--- src/hw/rtl/mtp_pkg.sv ---
// Shared constants, types and the tempering function of the Mersenne Twister generator.
package mtp_pkg;

   localparam int STATE_WORDS    = 624;
   localparam int SHIFT_DISTANCE = 397;
   localparam int IDX_W          = $clog2(STATE_WORDS + 1);
   localparam int WORD_W         = 32;

   typedef logic [WORD_W-1:0] word_type;
   typedef logic [IDX_W-1:0]  idx_type;

   localparam word_type TWIST_MATRIX = 32'h9908_B0DF;
   localparam word_type UPPER_MASK   = 32'h8000_0000;
   localparam word_type LOWER_MASK   = 32'h7FFF_FFFF;
   localparam word_type CHAIN_MULT   = 32'd69069;
   localparam word_type INIT_MULT    = 32'd1812433253;
   localparam word_type TEMPER_B     = 32'h9D2C_5680;
   localparam word_type TEMPER_C     = 32'h EFC6_0000;

   localparam idx_type LAST_WORD  = idx_type'(STATE_WORDS - 1);
   localparam idx_type FULL_COUNT = idx_type'(STATE_WORDS);
   localparam idx_type FAR_OFFSET = idx_type'(SHIFT_DISTANCE);
   localparam idx_type FAR_WRAP   = idx_type'(STATE_WORDS - SHIFT_DISTANCE);

   localparam logic [1:0] KIND_DRAW  = 2'd0;
   localparam logic [1:0] KIND_CHAIN = 2'd1;
   localparam logic [1:0] KIND_STD   = 2'd2;

   // One write port and two read ports with a shared read enable.
   typedef struct packed {
      logic     wr_en;
      idx_type  wr_addr;
      word_type wr_data;
      logic     rd_en;
      idx_type  rd_addr0;
      idx_type  rd_addr1;
   } store_req_type;

   function automatic word_type temper(input word_type w);
      word_type v;
      v = w;
      v = v ^ (v >> 11);
      v = v ^ ((v << 7) & TEMPER_B);
      v = v ^ ((v << 15) & TEMPER_C);
      v = v ^ (v >> 18);
      return v;
   endfunction

endpackage

--- src/hw/rtl/mtp_mul.sv ---
// Registered 32 by 32 multiplier keeping the low word of the product.
module mtp_mul (
   input  logic              clock,
   input  mtp_pkg::word_type op_a,
   input  mtp_pkg::word_type op_b,
   output mtp_pkg::word_type product
);
   import mtp_pkg::*;

   logic [2*WORD_W-1:0] full_prod;
   word_type            product_ff;

   assign full_prod = {{WORD_W{1'b0}}, op_a} * {{WORD_W{1'b0}}, op_b};

   always_ff @(posedge clock) begin
      product_ff <= full_prod[WORD_W-1:0];
   end

   assign product = product_ff;

endmodule

--- config.mk ---
export PLATFORM = sky130hd
export DESIGN_NAME = mtp_mul
export DESIGN_NICKNAME = d
export VERILOG_FILES = /design/src/hw/rtl/mtp_pkg.sv /design/src/hw/rtl/mtp_mul.sv
export SDC_FILE = /design/constraint.sdc
export NUM_CORES = 1
export LEC_CHECK = 0
export BUFFER_PORTS_ARGS = -buffer_cell sky130_fd_sc_hd__buf_2
export CAP_MARGIN = 40
export CORE_MARGIN = 4
export CORE_UTILIZATION = 60
export DETAILED_ROUTE_END_ITERATION = 12
export PLACE_DENSITY = 0.79
export SYNTH_ARGS = -nofsm -noshare
export SYNTH_HDL_FRONTEND = slang
export SYNTH_SLANG_ARGS = --single-unit
--- constraint.sdc ---
create_clock -name clock -period 14.35 [get_ports clock]
set_input_delay 0.7175 -clock clock [delete_from_list [all_inputs] [get_ports clock]]
set_output_delay 0.7175 -clock clock [all_outputs]
set_load 0.05 [all_outputs]
After elaboration in Yosys (flattened, before gate mapping) --
Index checks and enable logic that the tools add are counted.
Storage, ports and cells: output and inout port bits 32, logic and storage cells 2, flip-flop bits (word level) 32, input port bits 65
Operators by class: multipliers 1
Operators by type and width (count):
- 32-bit by 32-bit multiplier with 32-bit output | 1

Logic depth before layout (Yosys ltp) --
word-level depth 1, mapped depth 26, mapped depth without buffers 24

Worst setup path before layout --
Ideal clock, no wire load.
kind input-to-reg, start in op_b[3], end reg product_ff[29] (netlist: product[29]), data required time 14288 ps, cell stages on the path 24, slack 7234 ps, data arrival time 7054 ps, path through clkbuf_1 -> clkbuf_1 -> and2_1 -> fa_1 -> inv_1 -> fa_1 -> fa_1 -> fa_1 -> inv_1 -> fa_1 -> inv_1 -> fa_1 -> inv_1 -> fa_1 -> fa_1 -> ha_1 -> and4_1 -> and2_2 -> o31ai_1 -> o211a_1 -> a21oi_2 -> a41o_1 -> or4_1 -> nand3_1
On the way: longest elaborated chain between the ends 1
Ends and longest elaborated chain:
- start: declaration | line mtp_mul.sv:5 | input mtp_pkg::word_type op_b,
- 32-bit by 32-bit multiplier with 32-bit output | line mtp_mul.sv:13 | assign full_prod = {{WORD_W{1'b0}}, op_a} * {{WORD_W{1'b0}}, op_b};
- named net full_prod[29] | line mtp_mul.sv:10 | logic [2*WORD_W-1:0] full_prod;
- end signal: assignment | line mtp_mul.sv:16 | product_ff <= full_prod[WORD_W-1:0];
- end: declaration | line mtp_mul.sv:11 | word_type product_ff;
The timed path passes the listed nets, and every way through them passes these cells.

Worst setup path in the final report --
start in op_b[8], end reg product_ff[28] (netlist: product[28])
The elaborated chain is that of the path after synthesis.

==> impl_metrics.csv <==
group,metric,value,unit
global_routing,grt_pass1_wl,67.10,mm
detailed_routing,drc,0,
yosys,synthFlopType,"dfxtp_1",
placement,dp_cells,2098,
worst_setup_path,cpMaxStageDelayCell,"fa_1",
detailed_routing,wl_per_cell,19.11,um
global_routing,grt_max_degree,33,
worst_setup_path,crit_chain,"buf_2 > nand2_1 > fa_1 > inv_1 > fa_1 > fa_1 > inv_1 > fa_1 > inv_1 > fa_1 > ha_1 > fa_1 > fa_1 > ha_1 > and3_2 > nand3_1 > and3b_1 > o221ai_1 > a21boi_0 > a41oi_1 > o21ai_0 > xor2_1",
worst_setup_path,path_delay_family,"adder cells",
yosys,synth_seq_cells,32,
die,die-area,0.03009,mm^2
worst_setup_path,critPathMostFrequentCell,"fa_1",
timing,max_freq,136.2,MHz
cts,cts_sinks,32,
detailed_routing,drtAntennaViolNets,0,
worst_setup_path,critPathMaxFanout,24,
yosys,yosysWarningCount,0,
cts,cts_hold_buf,0,
hold_path,whs_path_depth,2,
detailed_routing,routed_wl,40.26,mm
timing,hold_violations,0,
detailed_routing,drt_iter0_markers,781,
die,rows,60,
yosys,synth_top_cell_area_share,49.73,%
yosys,yosysTopAreaCell,"fa_1",
global_routing,grt_usage,27.89,%
placement,gp_congestion,0.8703,
cts,path_clk_slew,0.06,ns
worst_setup_path,cp.depth,22,
cts,cts_tree,"yes",
worst_setup_path,critPathRequiredTime,14.57,ns
layout,stdcell_count,2106,
cts,cts_setup_buffers,0,
die,coreArea,0.02695,mm^2
timing,setup_viol_count_final,0,
yosys,synth-edff-count,0,
timing,post-route-period-util,51.15,%
cts,cts-root-buf,"clkbuf_16",
timing,worst_pin_slew,0.7641,ns
global_routing,grt_pass1_vias,12990,
worst_setup_path,worst_setup_path_start_kind,"input pin",
die,io_pins,97,
detailed_routing,drt_first_pass_iters,5,
detailed_routing,viasPerCell,5.564,
layout,final_area,0.01720,mm^2
cts,cts.htree.levels,2,
global_routing,grt-ovfl-total,0,
layout,final_common_cell,"fa_1",
worst_setup_path,path_class,"input pin to flip-flop",
placement,dpl_cell_area,0.01703,mm^2
layout,final_cell_mix,"fa_1, and2_1, inv_1",
layout,syn_to_final_growth,4.715,%
cts,ctsResizeCount,0,
placement,dp_hpwl,32.25,mm
yosys,yosysSeqAreaShare,3.900,%
placement,portBuffers,96,
cts,cts-buffers-inserted,5,
status,outcome,"completed",
hold_path,hold_path.class,"input pin to flip-flop",
layout,n_fill_cell,2195,
layout,drive_gt1_share,6.629,%
yosys,synth_area,0.01643,mm^2
layout,finalNetCount,2360,
yosys,synth_area_leaders,"fa_1, and2_1, ha_1",
cts,cts_buffer_depth,2,
worst_setup_path,cp-end-kind,"flip-flop",
timing,slew_viol_final,0,
worst_setup_path,crit_arrival,7.56,ns
layout,diodes,0,
yosys,syn_avg_cell_area,9.435,um^2
worst_setup_path,path_buf_inv,4,
timing,maxSlewHeadroom,49.06,%
die,start_util,60.95,%
layout,largest_reg_flops,32,
timing,grt_setup_unrepaired,"false",
yosys,synth.net_count,2337,
timing,tns,0,ns
yosys,ys_types,45,
die,die_w,173.5,um
timing,fin_crit,7.340,ns
yosys,synthCells,1741,
global_routing,antenna_found_initial,0,
detailed_routing,vias,11720,
job,cap_violations,0,
yosys,async_reset_ff_share,0,%
worst_setup_path,cp_slowest_stage_delay,0.57,ns
die,die_h,173.5,um
==> kinds of logic (layout without fill, tap and decap cells) <==
logic type      Yosys count  count (layout)  synth area share (%)
flops                    32              32                 3.900
simple gates            575             575                 19.14
xor+xnor                 84              84                 4.479
compound gates           76              76                 3.260
fa+ha+maj               531             531                 59.10
buf+inv                 443             467                 10.12
==> layout make-up <==
cell class	instances	area, um^2	area share, %
Sequential cell	32	640.6	3.724
Clock buffer	5	125.1	0.7274
Multi-Input combinational cell	1266	14120	82.11
Tap cell	341	426.7	2.481
Timing Repair Buffer	96	480.5	2.793
Inverter	363	1363	7.922
Clock inverter	3	42.54	0.2473
==> final timing paths <==
path | start | to | slack, ns
setup / recovery | op_b[8] | product[28]$_DFF_P_ | 7.01
hold / removal | op_b[0] | product[0]$_DFF_P_ | 1.03
==> synth_stat cells, types with 2 or more instances <==
cell type	count
a211oi_1	4
a21o_1	5
a21o_2	5
a21oi_1	22
a31oi_1	2
and2_1	368
and3_2	2
clkbuf_1	80
dfxtp_1	32
fa_1	408
ha_1	123
inv_1	363
nand2_1	169
nand2b_1	2
nand3_1	7
nor2_1	11
nor2b_1	2
nor3_1	5
o211ai_1	3
o21a_1	4
o21ai_0	11
o21bai_1	6
o31ai_1	2
or4_1	2
xnor2_1	65
xor2_1	19
==> per-layer routing <==
| layer | global-route usage [%] | vias up | routed length (um) |
|---|---|---|---|
| met1 | 39.02 | 6072 | 16680 |
| met2 | 45.27 | 466 | 19290 |
| met5 | 0 | - | 0 |
| li1 | - | 5092 | - |
| met4 | 8.447 | 0 | 1343 |
| met3 | 4.646 | 88 | 2940 |
==> metrics by stage <==
stage                     setup slack [ns]  hold slack [ns]  util [%]
final                                7.010            1.033     63.82
after global routing                 6.830            1.060     63.82
after CTS                            7.062            1.027     63.82
after detailed placement             6.750            1.186     63.20
after global placement               6.865            1.186     63.20
after floorplan                      7.234           0.8448         -
Power is left out: the tool's default activity adds up to more than one toggle a clock period on the data nets, which glitch-free logic cannot reach.
